===== src/hw/rtl/srp_pkg.sv =====
// srp_pkg: shared types, constants and helpers for the stun response parser
// no dependencies; used by every module of the block
`timescale 1ns / 1ps
`default_nettype none

package srp_pkg;

    localparam int unsigned OFF_W = 17;

    localparam logic [31:0]      COOKIE_VAL      = 32'h2112_A442;
    localparam logic [15:0]      TYPE_BIND_RESP  = 16'h0101;
    localparam logic [15:0]      ATTR_XOR_MAPPED = 16'h0020;
    localparam logic [15:0]      ATTR_MAPPED     = 16'h0001;
    localparam logic [7:0]       FAMILY_IPV4     = 8'h01;
    localparam logic [OFF_W-1:0] OFF_SAT         = 17'h1_FFFF;
    localparam logic [OFF_W-1:0] HDR_LEN         = 17'd20;
    localparam logic [15:0]      MIN_ADDR_LEN    = 16'd8;

    typedef enum logic [2:0] {
        ST_OK       = 3'd0,
        ST_SHORT    = 3'd1,
        ST_COOKIE   = 3'd2,
        ST_TYPE     = 3'd3,
        ST_OVERRUN  = 3'd4,
        ST_NO_ADDR  = 3'd5
    } srp_status_t;

    typedef struct packed {
        logic [7:0] data_byte;
        logic       last_byte;
    } srp_in_t;

    typedef struct packed {
        logic        found;
        logic [2:0]  status;
        logic [31:0] mapped_address;
        logic [15:0] mapped_port;
        logic        was_xored;
    } srp_out_t;

    // parser state as it stands after the current byte, handed to the verdict logic
    typedef struct packed {
        logic [OFF_W-1:0] pkt_len;
        logic             cookie_ok;
        logic [15:0]      message_type;
        logic [15:0]      message_length;
        logic             cand_valid;
        logic [OFF_W-1:0] cand_end;
        logic [31:0]      cand_addr;
        logic [15:0]      cand_port;
        logic             cand_xor;
    } srp_snap_t;

    function automatic logic [7:0] cookie_byte(input logic [1:0] idx);
        logic [7:0] b;
        case (idx)
            2'd0:    b = COOKIE_VAL[31:24];
            2'd1:    b = COOKIE_VAL[23:16];
            2'd2:    b = COOKIE_VAL[15:8];
            default: b = COOKIE_VAL[7:0];
        endcase
        return b;
    endfunction

    function automatic logic [OFF_W-1:0] sat_off(input logic [OFF_W:0] v);
        return (v > {1'b0, OFF_SAT}) ? OFF_SAT : v[OFF_W-1:0];
    endfunction

endpackage

`default_nettype wire


===== src/hw/rtl/stun_response_parser.sv =====
// stun_response_parser: top level, input register, parser and result register
// depends on srp_pkg, srp_parse, srp_verdict
`timescale 1ns / 1ps
`default_nettype none

// Takes a received UDP datagram one byte per request and, on the request that
// carries last_byte, returns one result: whether the datagram is a STUN binding
// success response with a usable IPv4 mapped address, a status code, and the
// address and port (un-XORed for XOR-MAPPED-ADDRESS). Throughput is one byte per
// clock unless a last byte waits for a full result register; a byte passes an
// input register and the parser logic, and a last byte's result is loaded into
// the output register. Bytes that carry no result keep flowing while a finished
// result waits in the output register; only a last byte waits for that register
// to drain. Bytes beyond MAX_PACKET are ignored.
module stun_response_parser #(
    parameter int unsigned MAX_PACKET = 512
) (
    input  wire logic             clk,
    input  wire logic             rst_n,
    input  wire logic             in_valid,
    output logic                  in_ready,
    input  wire srp_pkg::srp_in_t in_data,
    output logic                  out_valid,
    input  wire logic             out_ready,
    output srp_pkg::srp_out_t     out_data
);

    logic               in_valid_reg, in_valid_next;
    srp_pkg::srp_in_t   in_reg;
    logic               out_valid_reg, out_valid_next;
    srp_pkg::srp_out_t  out_reg;

    logic               advance;
    logic               emit;
    srp_pkg::srp_snap_t snap;
    srp_pkg::srp_out_t  result;

    // a last byte needs a free result slot, other bytes never stall
    assign advance  = in_valid_reg
                   && (!in_reg.last_byte || !out_valid_reg || out_ready);
    assign emit     = advance && in_reg.last_byte;
    assign in_ready = !in_valid_reg || advance;

    always_comb
    begin
        in_valid_next = in_valid_reg;
        if (in_ready)
            in_valid_next = in_valid;

        out_valid_next = out_valid_reg;
        if (emit)
            out_valid_next = 1'b1;
        else if (out_ready)
            out_valid_next = 1'b0;
    end

    srp_parse #(
        .MAX_PACKET (MAX_PACKET)
    ) u_parse (
        .clk     (clk),
        .rst_n   (rst_n),
        .step    (advance),
        .byte_in (in_reg),
        .snap    (snap)
    );

    srp_verdict u_verdict (
        .snap   (snap),
        .result (result)
    );

    always_ff @(posedge clk or negedge rst_n)
    begin
        if (!rst_n)
        begin
            in_valid_reg  <= 1'b0;
            out_valid_reg <= 1'b0;
        end
        else
        begin
            in_valid_reg  <= in_valid_next;
            out_valid_reg <= out_valid_next;
        end
    end

    always_ff @(posedge clk)
    begin
        if (in_ready && in_valid)
            in_reg <= in_data;
        if (emit)
            out_reg <= result;
    end

    assign out_valid = out_valid_reg;
    assign out_data  = out_reg;

endmodule

`default_nettype wire


===== src/hw/rtl/srp_parse.sv =====
// srp_parse: per-byte header check and attribute walk state
// depends on srp_pkg
`timescale 1ns / 1ps
`default_nettype none

module srp_parse #(
    parameter int unsigned MAX_PACKET = 512
) (
    input  wire logic                clk,
    input  wire logic                rst_n,
    input  wire logic                step,
    input  wire srp_pkg::srp_in_t    byte_in,
    output srp_pkg::srp_snap_t       snap
);

    localparam int unsigned CNT_W = $clog2(MAX_PACKET + 1);
    localparam int unsigned OW    = srp_pkg::OFF_W;
    localparam logic [CNT_W-1:0] CNT_MAX = CNT_W'(MAX_PACKET);

    logic [CNT_W-1:0] byte_count_reg, byte_count_next;
    logic             cookie_ok_reg, cookie_ok_next;
    logic [15:0]      msg_type_reg, msg_type_next;
    logic [15:0]      msg_len_reg, msg_len_next;
    logic [OW-1:0]    next_off_reg, next_off_next;
    logic [15:0]      attr_type_reg, attr_type_next;
    logic [15:0]      attr_len_reg, attr_len_next;
    logic             cand_valid_reg, cand_valid_next;
    logic [OW-1:0]    cand_end_reg, cand_end_next;
    logic [31:0]      cand_addr_reg, cand_addr_next;
    logic [15:0]      cand_port_reg, cand_port_next;
    logic             cand_xor_reg, cand_xor_next;

    logic [OW:0]      ix;
    logic [OW:0]      off;
    logic [7:0]       d;
    logic [15:0]      len_new;
    logic             addr_type;
    logic [OW:0]      pad_new;
    logic [OW:0]      pad_old;
    logic [OW:0]      walk_limit;

    assign d          = byte_in.data_byte;
    assign ix         = (OW+1)'(byte_count_reg);
    assign off        = {1'b0, next_off_reg};
    assign len_new    = {attr_len_reg[7:0], d};
    assign addr_type  = (attr_type_reg == srp_pkg::ATTR_XOR_MAPPED)
                     || (attr_type_reg == srp_pkg::ATTR_MAPPED);
    // attribute value length rounded up to a 4-byte boundary
    assign pad_new    = ({2'b00, len_new} + (OW+1)'(3)) & ~(OW+1)'(3);
    assign pad_old    = ({2'b00, attr_len_reg} + (OW+1)'(3)) & ~(OW+1)'(3);
    assign walk_limit = {1'b0, srp_pkg::HDR_LEN} + {2'b00, msg_len_reg};

    always_comb
    begin
        byte_count_next = byte_count_reg;
        cookie_ok_next  = cookie_ok_reg;
        msg_type_next   = msg_type_reg;
        msg_len_next    = msg_len_reg;
        next_off_next   = next_off_reg;
        attr_type_next  = attr_type_reg;
        attr_len_next   = attr_len_reg;
        cand_valid_next = cand_valid_reg;
        cand_end_next   = cand_end_reg;
        cand_addr_next  = cand_addr_reg;
        cand_port_next  = cand_port_reg;
        cand_xor_next   = cand_xor_reg;

        // bytes past the packet store are dropped
        if (step && (byte_count_reg < CNT_MAX))
        begin
            byte_count_next = byte_count_reg + CNT_W'(1);
            if (ix < (OW+1)'(2))
            begin
                msg_type_next = {msg_type_reg[7:0], d};
            end
            else if (ix < (OW+1)'(4))
            begin
                msg_len_next = {msg_len_reg[7:0], d};
            end
            else if (ix < (OW+1)'(8))
            begin
                if (d != srp_pkg::cookie_byte(ix[1:0]))
                begin
                    cookie_ok_next = 1'b0;
                end
            end
            else if (ix < (OW+1)'(20))
            begin
                // transaction id, not checked
            end
            else if (cand_valid_reg)
            begin
                if ((ix >= off + (OW+1)'(6)) && (ix <= off + (OW+1)'(7)))
                begin
                    cand_port_next = {cand_port_reg[7:0], d};
                end
                else if ((ix >= off + (OW+1)'(8)) && (ix <= off + (OW+1)'(11)))
                begin
                    cand_addr_next = {cand_addr_reg[23:0], d};
                end
            end
            else if (off + (OW+1)'(4) > walk_limit)
            begin
                // no room for another attribute header
            end
            else if ((ix == off) || (ix == off + (OW+1)'(1)))
            begin
                attr_type_next = {attr_type_reg[7:0], d};
            end
            else if (ix == off + (OW+1)'(2))
            begin
                attr_len_next = {8'h00, d};
            end
            else if (ix == off + (OW+1)'(3))
            begin
                attr_len_next = len_new;
                if (!(addr_type && (len_new >= srp_pkg::MIN_ADDR_LEN)))
                begin
                    next_off_next = srp_pkg::sat_off(off + (OW+1)'(4) + pad_new);
                end
            end
            else if (ix == off + (OW+1)'(5))
            begin
                if (d == srp_pkg::FAMILY_IPV4)
                begin
                    cand_valid_next = 1'b1;
                    cand_xor_next   = (attr_type_reg == srp_pkg::ATTR_XOR_MAPPED);
                    cand_end_next   = srp_pkg::sat_off(off + (OW+1)'(4)
                                                       + {2'b00, attr_len_reg});
                end
                else
                begin
                    next_off_next = srp_pkg::sat_off(off + (OW+1)'(4) + pad_old);
                end
            end
        end

        snap.pkt_len        = OW'(byte_count_next);
        snap.cookie_ok      = cookie_ok_next;
        snap.message_type   = msg_type_next;
        snap.message_length = msg_len_next;
        snap.cand_valid     = cand_valid_next;
        snap.cand_end       = cand_end_next;
        snap.cand_addr      = cand_addr_next;
        snap.cand_port      = cand_port_next;
        snap.cand_xor       = cand_xor_next;

        // the datagram is done: start over for the next one
        if (step && byte_in.last_byte)
        begin
            byte_count_next = '0;
            cookie_ok_next  = 1'b1;
            msg_type_next   = '0;
            msg_len_next    = '0;
            next_off_next   = srp_pkg::HDR_LEN;
            attr_type_next  = '0;
            attr_len_next   = '0;
            cand_valid_next = 1'b0;
            cand_end_next   = '0;
            cand_addr_next  = '0;
            cand_port_next  = '0;
            cand_xor_next   = 1'b0;
        end
    end

    always_ff @(posedge clk or negedge rst_n)
    begin
        if (!rst_n)
        begin
            byte_count_reg <= '0;
            cookie_ok_reg  <= 1'b1;
            msg_type_reg   <= '0;
            msg_len_reg    <= '0;
            next_off_reg   <= srp_pkg::HDR_LEN;
            attr_type_reg  <= '0;
            attr_len_reg   <= '0;
            cand_valid_reg <= 1'b0;
            cand_end_reg   <= '0;
            cand_addr_reg  <= '0;
            cand_port_reg  <= '0;
            cand_xor_reg   <= 1'b0;
        end
        else
        begin
            byte_count_reg <= byte_count_next;
            cookie_ok_reg  <= cookie_ok_next;
            msg_type_reg   <= msg_type_next;
            msg_len_reg    <= msg_len_next;
            next_off_reg   <= next_off_next;
            attr_type_reg  <= attr_type_next;
            attr_len_reg   <= attr_len_next;
            cand_valid_reg <= cand_valid_next;
            cand_end_reg   <= cand_end_next;
            cand_addr_reg  <= cand_addr_next;
            cand_port_reg  <= cand_port_next;
            cand_xor_reg   <= cand_xor_next;
        end
    end

endmodule

`default_nettype wire


===== src/hw/rtl/srp_verdict.sv =====
// srp_verdict: turns the end-of-datagram parser state into a result
// depends on srp_pkg
`timescale 1ns / 1ps
`default_nettype none

module srp_verdict (
    input  wire srp_pkg::srp_snap_t snap,
    output srp_pkg::srp_out_t       result
);

    localparam int unsigned OW = srp_pkg::OFF_W;

    srp_pkg::srp_status_t status;
    logic [OW-1:0]        need_len;
    logic                 found;

    assign need_len = {1'b0, snap.message_length} + srp_pkg::HDR_LEN;

    // first failing check wins
    always_comb
    begin
        if (snap.pkt_len < srp_pkg::HDR_LEN)
            status = srp_pkg::ST_SHORT;
        else if (!snap.cookie_ok)
            status = srp_pkg::ST_COOKIE;
        else if (snap.message_type != srp_pkg::TYPE_BIND_RESP)
            status = srp_pkg::ST_TYPE;
        else if (need_len > snap.pkt_len)
            status = srp_pkg::ST_OVERRUN;
        else if (snap.cand_valid && (snap.cand_end <= snap.pkt_len))
            status = srp_pkg::ST_OK;
        else
            status = srp_pkg::ST_NO_ADDR;
    end

    assign found = (status == srp_pkg::ST_OK);

    always_comb
    begin
        result.found          = found;
        result.status         = status;
        result.mapped_address = '0;
        result.mapped_port    = '0;
        result.was_xored      = 1'b0;
        if (found)
        begin
            result.was_xored = snap.cand_xor;
            if (snap.cand_xor)
            begin
                result.mapped_address = snap.cand_addr ^ srp_pkg::COOKIE_VAL;
                result.mapped_port    = snap.cand_port ^ srp_pkg::COOKIE_VAL[31:16];
            end
            else
            begin
                result.mapped_address = snap.cand_addr;
                result.mapped_port    = snap.cand_port;
            end
        end
    end

endmodule

`default_nettype wire


===== config.mk =====
export PLATFORM = sky130hd
export DESIGN_NAME = stun_response_parser
export DESIGN_NICKNAME = d
export VERILOG_FILES = /design/src/hw/rtl/srp_pkg.sv /design/src/hw/rtl/stun_response_parser.sv /design/src/hw/rtl/srp_parse.sv /design/src/hw/rtl/srp_verdict.sv
export SDC_FILE = /design/constraint.sdc
export NUM_CORES = 1
export LEC_CHECK = 0
export BUFFER_PORTS_ARGS = -buffer_cell sky130_fd_sc_hd__buf_2
export CAP_MARGIN = 20
export CELL_PAD_IN_SITES_DETAIL_PLACEMENT = 1
export CELL_PAD_IN_SITES_GLOBAL_PLACEMENT = 1
export CORE_MARGIN = 3
export CORE_UTILIZATION = 54
export DETAILED_ROUTE_END_ITERATION = 8
export GPL_TIMING_DRIVEN = 0
export MAX_ROUTING_LAYER = met4
export PLACE_DENSITY = 0.87
export SYNTH_ARGS = -nofsm -noshare
export SYNTH_HDL_FRONTEND = slang
export SYNTH_HIERARCHICAL = 1
export SYNTH_SLANG_ARGS = --single-unit

===== constraint.sdc =====
create_clock -name clk -period 16.8 [get_ports clk]
set_clock_uncertainty 0.15 [all_clocks]
set_input_delay 3.36 -clock clk [delete_from_list [all_inputs] [get_ports clk]]
set_output_delay 3.36 -clock clk [all_outputs]
set_load 0.02 [all_outputs]

* Word-level counts from Yosys, hierarchy flattened
Cells that the tools add are included.
Storage, ports and cells: flip-flop bits (word level) 223, input port bits 13, output and inout port bits 55, word-level logic and storage cells 226
Operators by class: add/sub/neg operators 17, magnitude comparators 17, equality and inequality tests 22, mux-type cells 121, bitwise gates (word level) 2, reductions and logical operators 26
Operators by type and width (count):
- $mux 16 | 35
- $mux 17 | 30
- $mux 32 | 9
- $add 17x3->18 const B | 4
- $eq 10x18->1 | 4
- $gt 18x17->1 const B | 3
- $mux 46 | 1
- $add 17x2->18 const B | 2
- $add 17x4->18 const B | 2
- $add 18x18->18 | 2
- $ge 10x18->1 | 2
- $le 10x18->1 | 2
- $add 16x2->17 const B | 2
- $mux 1 | 34
- $mux 8 | 4
- $pmux 8 s3 | 1
- $lt 10x5->1 const B | 2
- $mux 10 | 2
- $add 17x1->18 const B | 1
- $add 18x16->18 | 1
- $gt 18x18->1 | 1
- $add 16x5->17 const B | 1
- $add 5x16->17 const A | 1
- $eq 10x17->1 | 1
- other kinds (31) | 58

* Logic depth before layout (Yosys ltp)
Gate-level depths: netlist of run 1.
depth in word-level cells 24, depth in mapped cells 24, depth with buffers taken out 21

* Modules after synthesis
The synthesis of run 1 kept the hierarchy.
Modules (own cells, without submodules):
- srp_parse | times used 1, cells each 1588, area each 13812.0 sq um
- stun_response_parser | times used 1, cells each 72, area each 1968.1 sq um
- srp_verdict | times used 1, cells each 232, area each 1721.7 sq um

* Worst setup path after synthesis of run 1
No wires, ideal clock.
kind input to register, start point input port out_ready, end point register out_reg (netlist bit out_data[0]), data pin, setup time 0.255 ns, data arrival time 7.284 ns, required time 16.395 ns, slack 9.111 ns, stages 19, path through nor2b_1 a21boi_1 nand2b_1 or3_1 nor2_1 clkbuf_1 mux2_2 nand4_1 nor2_1 nand4_1 xnor2_1 ha_1 nand4_1 nor4_2 a221oi_1 a32oi_2 a211oi_4 buf_6 and2_1
RTL lines:
- start, declared | RTL line stun_response_parser.sv:24 | input wire logic out_ready,
- end signal, assigned | RTL line stun_response_parser.sv:91 | out_reg <= result;
- end, declared | RTL line stun_response_parser.sv:31 | srp_pkg::srp_out_t out_reg;

==> results of run 1 <==
-- layout make-up --
cell class | instances | area [um^2]
Fill cell | 3630 | 12400
Tap cell | 402 | 503
Clock buffer | 34 | 712
Timing Repair Buffer | 69 | 393
Buffer | 101 | 533
Sequential cell | 222 | 5870
Clock inverter | 16 | 134
Inverter | 69 | 259
Multi-Input combinational cell | 1506 | 10900
-- power breakdown --
part           internal [uW]  switching [uW]  leakage, uW
Clock                    330             248     0.000414
Sequential               595            37.6      0.00277
Combinational            146             267      0.00518
-- cells by family after synthesis --
group,count (synthesis),synth area share
other,1,0.000214
DFF,222,0.335
muxes,130,0.0803
adders and majority gates,149,0.108
AOI/OAI and AO/OA,359,0.137
buffers and inverters,170,0.0453
and+or+nand+nor,701,0.214
xor gates and xnor gates,160,0.0801
-- worst max-delay path: stages --
cell and delay (ps):
buf_2 100, nor2b_1 90, a21boi_1 440, nand2b_1 310, or3_1 460, nor2_1 650
clkbuf_1 500, mux2_2 310, nand3_1 130, or2_2 320, nor2_1 160, xnor2_1 190
ha_1 320, nand4_1 150, nor4_2 80, a221oi_1 330, a32oi_2 230, a211oi_4 570
buf_6 240, and2_1 190
-- routing by layer --
metal	vias up	routed length, um	share of wire
li1	7026	-	-
met1	8190	25800	0.39
met5	-	0	0
met4	0	3860	0.058
met2	816	32100	0.48
met3	249	5140	0.077
-- Yosys cell counts, types with 8 or more instances --
cell      count
buf_6         9
o211ai_1     14
edfxtp_1     62
o22ai_1      19
o21ai_0      76
clkbuf_1     56
xnor2_1     108
a31oi_1      11
buf_4        18
and2_1      113
nand2_1     185
or2_2         9
mux2i_1      56
mux2_2       69
inv_1        67
a211oi_1     20
nor4_1       26
o21a_1       16
xor2_1       52
o21bai_1     10
dfrtp_1     157
nor2_1      110
a21o_1       17
o31ai_1       8
nand2b_1     15
and3_1       28
a21oi_1      97
nand4_1      45
nand3_1      63
nor3_1       41
or4_1         8
buf_2        15
or3_1        10
ha_1        146
-- cell usage in the layout, fill, tap and decap left out, types with 41 or more instances in the layout --
| cell | Yosys | layout |
|---|---|---|
| buf_2 | 15 | 81 |
| xor2_1 | 52 | 52 |
| dfrtp_1 | 157 | 157 |
| o21ai_0 | 76 | 76 |
| ha_1 | 146 | 146 |
| nor3_1 | 41 | 41 |
| xnor2_1 | 108 | 108 |
| edfxtp_1 | 62 | 62 |
| nand2_1 | 185 | 185 |
| mux2_2 | 69 | 69 |
| clkbuf_1 | 56 | 62 |
| nor2_1 | 110 | 109 |
| nand3_1 | 63 | 63 |
| a21oi_1 | 97 | 97 |
| and2_1 | 113 | 113 |
| mux2i_1 | 56 | 56 |
| inv_1 | 67 | 67 |
| nand4_1 | 45 | 45 |
-- stage by stage --
stage / instance area [um^2] / utilization / hold WS (ps) / total power (uW) / setup WS (ps)
after global routing: 19300 / 0.608 / 406 / 1690 / 7710
after CTS: 19300 / 0.608 / 379 / 1620 / 8060
final: 19300 / 0.608 / 377 / 1620 / 7900
after floorplan: 17500 / - / 337 / 892 / 9110
after detailed placement: 18400 / 0.581 / 372 / 1030 / 7680
after global placement: 18400 / 0.579 / 355 / 997 / 7880
-- path summary, 6_finish.rpt --
path                                                from                         to  slack (ps)  cells after the start
worst max register to register   u_parse/next_off_reg[4]               out_data[17]        7950                     22
worst min-delay path            u_parse/cand_end_reg[15]   u_parse/cand_end_reg[15]         380                      2
min in group asynchronous                          rst_n  u_parse/cand_addr_reg[17]        2610                      1
max in group asynchronous                          rst_n   u_parse/attr_len_reg[15]       12960                      2
worst max-delay path                           out_ready               out_data[17]        7900                     20
worst min register to register  u_parse/cand_end_reg[15]   u_parse/cand_end_reg[15]         380                      2
==> impl_metrics.env, run 1 <==
export IMPL_rows=65
export IMPL_synth_top_cells_by_area="dfrtp_1 (22%), edfxtp_1 (11%), ha_1 (10%), xnor2_1 (5.4%), mux2_2 (4.4%)"
export IMPL_hpwl_um=47900
export IMPL_wl_per_cell_um=27.7
export IMPL_fin_setup_tns_ps=0
export IMPL_drv_cap=0
export IMPL_synth_seq_area_share=0.335
export IMPL_worstPathRequired_ps=17040
export IMPL_dp_cells=2369
export IMPL_synth_ff_type="dfrtp_1"
export IMPL_fp_dieArea_um2=34600
export IMPL_fp_dieH_um=186
export IMPL_status="finished, final reports clean"
export IMPL_drt_first_pass_iters=6
export IMPL_nets=2158
export IMPL_cts_hold_buf=0
export IMPL_syn_area_per_cell_um2=9.25
export IMPL_clock_sinks=222
export IMPL_cts_resized_gates=0
export IMPL_grt_max_degree=96
export IMPL_clockBufferDepth=3
export IMPL_gr_total_overflow=0
export IMPL_postRouteAntennaNets=0
export IMPL_max_freq_mhz=112
export IMPL_grt_use_total=0.395
export IMPL_critical_path_class="primary input to register"
export IMPL_synth_edf_count=62
export IMPL_min_period_ps=8900
export IMPL_rsz0062_at_grt="false"
export IMPL_largest_register_ff_count=53
export IMPL_gr_usage_met2=0.644
export IMPL_finalHoldViolCount=0
export IMPL_antenna_found_initial=0
export IMPL_clkLatencyLatePin_ps=560
export IMPL_tightest_slew_ps=1090
export IMPL_grt_pass1_vias=17000
export IMPL_gp_congestion=0.975
export IMPL_cts_tree="yes"
export IMPL_synth_top_area_frac=0.224
export IMPL_totalWireLength_um=66900
export IMPL_async_flop_share=0.721
export IMPL_htreeDepth=1
export IMPL_ios=68
export IMPL_relSlewSlack=0.260
export IMPL_postCtsSetupRepairBufs=0
export IMPL_ys_types=92
export IMPL_startpoint_type="primary input"
export IMPL_fin_cells=2419
export IMPL_yosys_warnings=6
export IMPL_critPathMaxFanout=10
export IMPL_port_buffers=67
export IMPL_n_antenna_cell=0
export IMPL_start_util=0.552
export IMPL_finalSetupViolCount=0
export IMPL_core_um2=31700
export IMPL_die_x_um=186
export IMPL_ys_seq_elements=222
export IMPL_period_share=0.529
export IMPL_cts_buffers=27
export IMPL_drive_above_1_share=0.133
export IMPL_p_leak_uw=0.00836
export IMPL_area_growth_syn_to_layout_pct=10.1
export IMPL_syn_area_um2=17500
export IMPL_met1_usage=0.472
export IMPL_grt_first_pass_wirelength_um=102000
export IMPL_met3_usage=0.0717
export IMPL_routed_via_count=16300
export IMPL_via_per_inst=6.73
export IMPL_cts_clk_slew_worst_paths_ps=60
export IMPL_syn_inst=1892
export IMPL_cp_arrival_ps=9140
export IMPL_slew_viol_final=0
export IMPL_root_buffer="clkbuf_16"
export IMPL_end_kind="register"
export IMPL_ir_drop_uv=98.5
export IMPL_drc=0
export IMPL_hp_class="register to register"
export IMPL_drtIter0Drc=1689
export IMPL_yosys_area_top_type="dfrtp_1"
export IMPL_power_density_nw_per_um2=84.2
export IMPL_grt_busiest_layer="met2"
(Power assumes the default switching activity.)
==> inputs of run 2 (changes only) <==
--- a/config.mk
+++ b/config.mk
@@ -10,11 +10,11 @@
 export CELL_PAD_IN_SITES_DETAIL_PLACEMENT = 1
 export CELL_PAD_IN_SITES_GLOBAL_PLACEMENT = 1
 export CORE_MARGIN = 3
-export CORE_UTILIZATION = 54
+export CORE_UTILIZATION = 50
 export DETAILED_ROUTE_END_ITERATION = 8
 export GPL_TIMING_DRIVEN = 0
 export MAX_ROUTING_LAYER = met4
-export PLACE_DENSITY = 0.87
+export PLACE_DENSITY = 0.81
 export SYNTH_ARGS = -nofsm -noshare
 export SYNTH_HDL_FRONTEND = slang
 export SYNTH_HIERARCHICAL = 1
==> constraint.sdc (replaced) <==
create_clock -name clk -period 8.4 [get_ports clk]
set_clock_uncertainty 0.15 [all_clocks]
set_input_delay 1.68 -clock clk [delete_from_list [all_inputs] [get_ports clk]]
set_output_delay 1.68 -clock clk [all_outputs]
set_load 0.02 [all_outputs]
==> run 2 against run 1 <==
Against the previous run:
- global-route usage is 4.8 points lower
- clock-buffer cell count decreased by 4
- non-clock buffer count unchanged
- hold slack better by 4.9 ps
==> impl_metrics.env, run 2 (same netlist as run 1, synthesis figures left out) <==
export IMPL_antenna_found_initial=0
export IMPL_totalWireLength_um=63000
export IMPL_clock_sinks=222
export IMPL_fin_setup_tns_ps=0
export IMPL_critPathMaxFanout=10
export IMPL_worstPathRequired_ps=8640
export IMPL_drv_cap=0
export IMPL_routed_via_count=15700
export IMPL_area_growth_syn_to_layout_pct=11.0
export IMPL_gr_total_overflow=0
export IMPL_grt_first_pass_wirelength_um=96900
export IMPL_grt_max_degree=110
export IMPL_start_util=0.514
export IMPL_cts_buffers=26
export IMPL_fin_cells=2464
export IMPL_drive_above_1_share=0.136
export IMPL_max_freq_mhz=122
export IMPL_die_x_um=193
export IMPL_rows=67
export IMPL_largest_register_ff_count=53
export IMPL_rsz0062_at_grt="false"
export IMPL_drtIter0Drc=1376
export IMPL_htreeDepth=1
export IMPL_met3_usage=0.0320
export IMPL_relSlewSlack=0.292
export IMPL_root_buffer="clkbuf_16"
export IMPL_met1_usage=0.447
export IMPL_postRouteAntennaNets=0
export IMPL_ir_drop_uv=184
export IMPL_gp_congestion=0.976
export IMPL_core_um2=34000
export IMPL_via_per_inst=6.35
export IMPL_cts_hold_buf=0
export IMPL_power_density_nw_per_um2=169
export IMPL_gr_usage_met2=0.582
export IMPL_status="finished, final reports clean"
export IMPL_finalSetupViolCount=0
export IMPL_port_buffers=67
export IMPL_whs_ps=382
export IMPL_drt_first_pass_iters=5
export IMPL_r2r_setup_slack_ps=230
export IMPL_ios=68
export IMPL_cts_tree="yes"
export IMPL_fp_dieArea_um2=37300
export IMPL_period_share=0.973
export IMPL_end_kind="register"
export IMPL_fillers=3969
export IMPL_critical_path_class="register to register"
export IMPL_grt_use_total=0.346
export IMPL_p_leak_uw=0.00840
export IMPL_tightest_slew_ps=1060
export IMPL_final_common_cell="nand2_1"
export IMPL_hpwl_um=47400
export IMPL_cts_clk_slew_worst_paths_ps=60
export IMPL_final_cell_mix="nand2_1 (185), dfrtp_1 (157), ha_1 (146), and2_1 (113), nor2_1 (109)"
export IMPL_min_period_ps=8170
export IMPL_grt_pass1_vias=16400
export IMPL_dp_cells=2415
export IMPL_clockBufferDepth=3
export IMPL_grt_busiest_layer="met2"
export IMPL_startpoint_type="register"
export IMPL_nets=2157
export IMPL_hp_class="register to register"
export IMPL_clkLatencyLatePin_ps=540
export IMPL_cp_arrival_ps=8410
export IMPL_finalHoldViolCount=0
export IMPL_slew_viol_final=0
export IMPL_power_uw=3280
export IMPL_drc=0
export IMPL_fp_dieH_um=193
export IMPL_wl_per_cell_um=25.6
run 2: cell type report:
class	count	area, um^2	share of cell area
antenna	1	2.50	0.000129
buffer	101	533	0.0274
clock buffer	30	697	0.0359
clock inverter	18	230	0.0119
inverter	69	259	0.0133
multi-input combinational	1506	10900	0.560
sequential	222	5870	0.302
tap	448	561	0.0289
timing repair buffer	69	393	0.0202
run 2: through the flow:
| stage | instance area, um^2 | worst slack (ps) | util |
|---|---|---|---|
| floorplan | 17500 | 2270 | - |
| global placement | 18400 | 312 | 0.541 |
| detailed placement | 18500 | 117 | 0.543 |
| CTS | 19400 | 48.2 | 0.570 |
| global route | 19400 | 43.1 | 0.571 |
| finish | 19400 | 229 | 0.571 |
run 2: worst max-delay path, stage by stage (launching register included):
cell and delay, ps:
dfstp_2 620, ha_1 370, clkbuf_1 540, nand2_1 330, nor4_1 440, xnor2_1 430
ha_1 370, a21o_1 160, a221o_1 330, a31oi_1 150, o21ai_0 360, nor4b_2 570
nand4_4 300, buf_6 260, mux2i_1 480, ha_1 360, nand4_2 140, nor4_4 70
a2111oi_4 380, o211ai_2 210, a211oi_4 560, buf_6 230, and2_1 190
run 2: path summary, 6_finish.rpt:
check | start | endpoint | cells past startpoint
setup / recovery | u_parse/next_off_reg[4] | out_data[13] | 22
hold / removal | u_parse/cand_end_reg[15] | u_parse/cand_end_reg[15] | 2
setup reg to reg | u_parse/next_off_reg[4] | out_data[13] | 22
hold reg to reg | u_parse/cand_end_reg[15] | u_parse/cand_end_reg[15] | 2
max in group asynchronous | rst_n | u_parse/cand_end_reg[15] | 2
min in group asynchronous | rst_n | u_parse/cand_addr_reg[29] | 1
run 2: repair_timing:
item                                    4_1_cts  5_1_grt
endpoints found under the setup margin        0       50
setup buffers                                 0        0
gates resized for setup                       0        1
run 2: routing by layer:
layer,vias up,routed length [um]
met2,537,30500
met3,117,3460
met1,7964,26800
met4,0,2220
met5,-,0
li1,7034,-
run 2: power breakdown:
| part | leakage [uW] | internal, uW | switching (uW) |
|---|---|---|---|
| clock | 0.000452 | 750 | 479 |
| combinational | 0.00518 | 290 | 499 |
| sequential | 0.00277 | 1190 | 72.2 |
| total | 0.00840 | 2230 | 1050 |
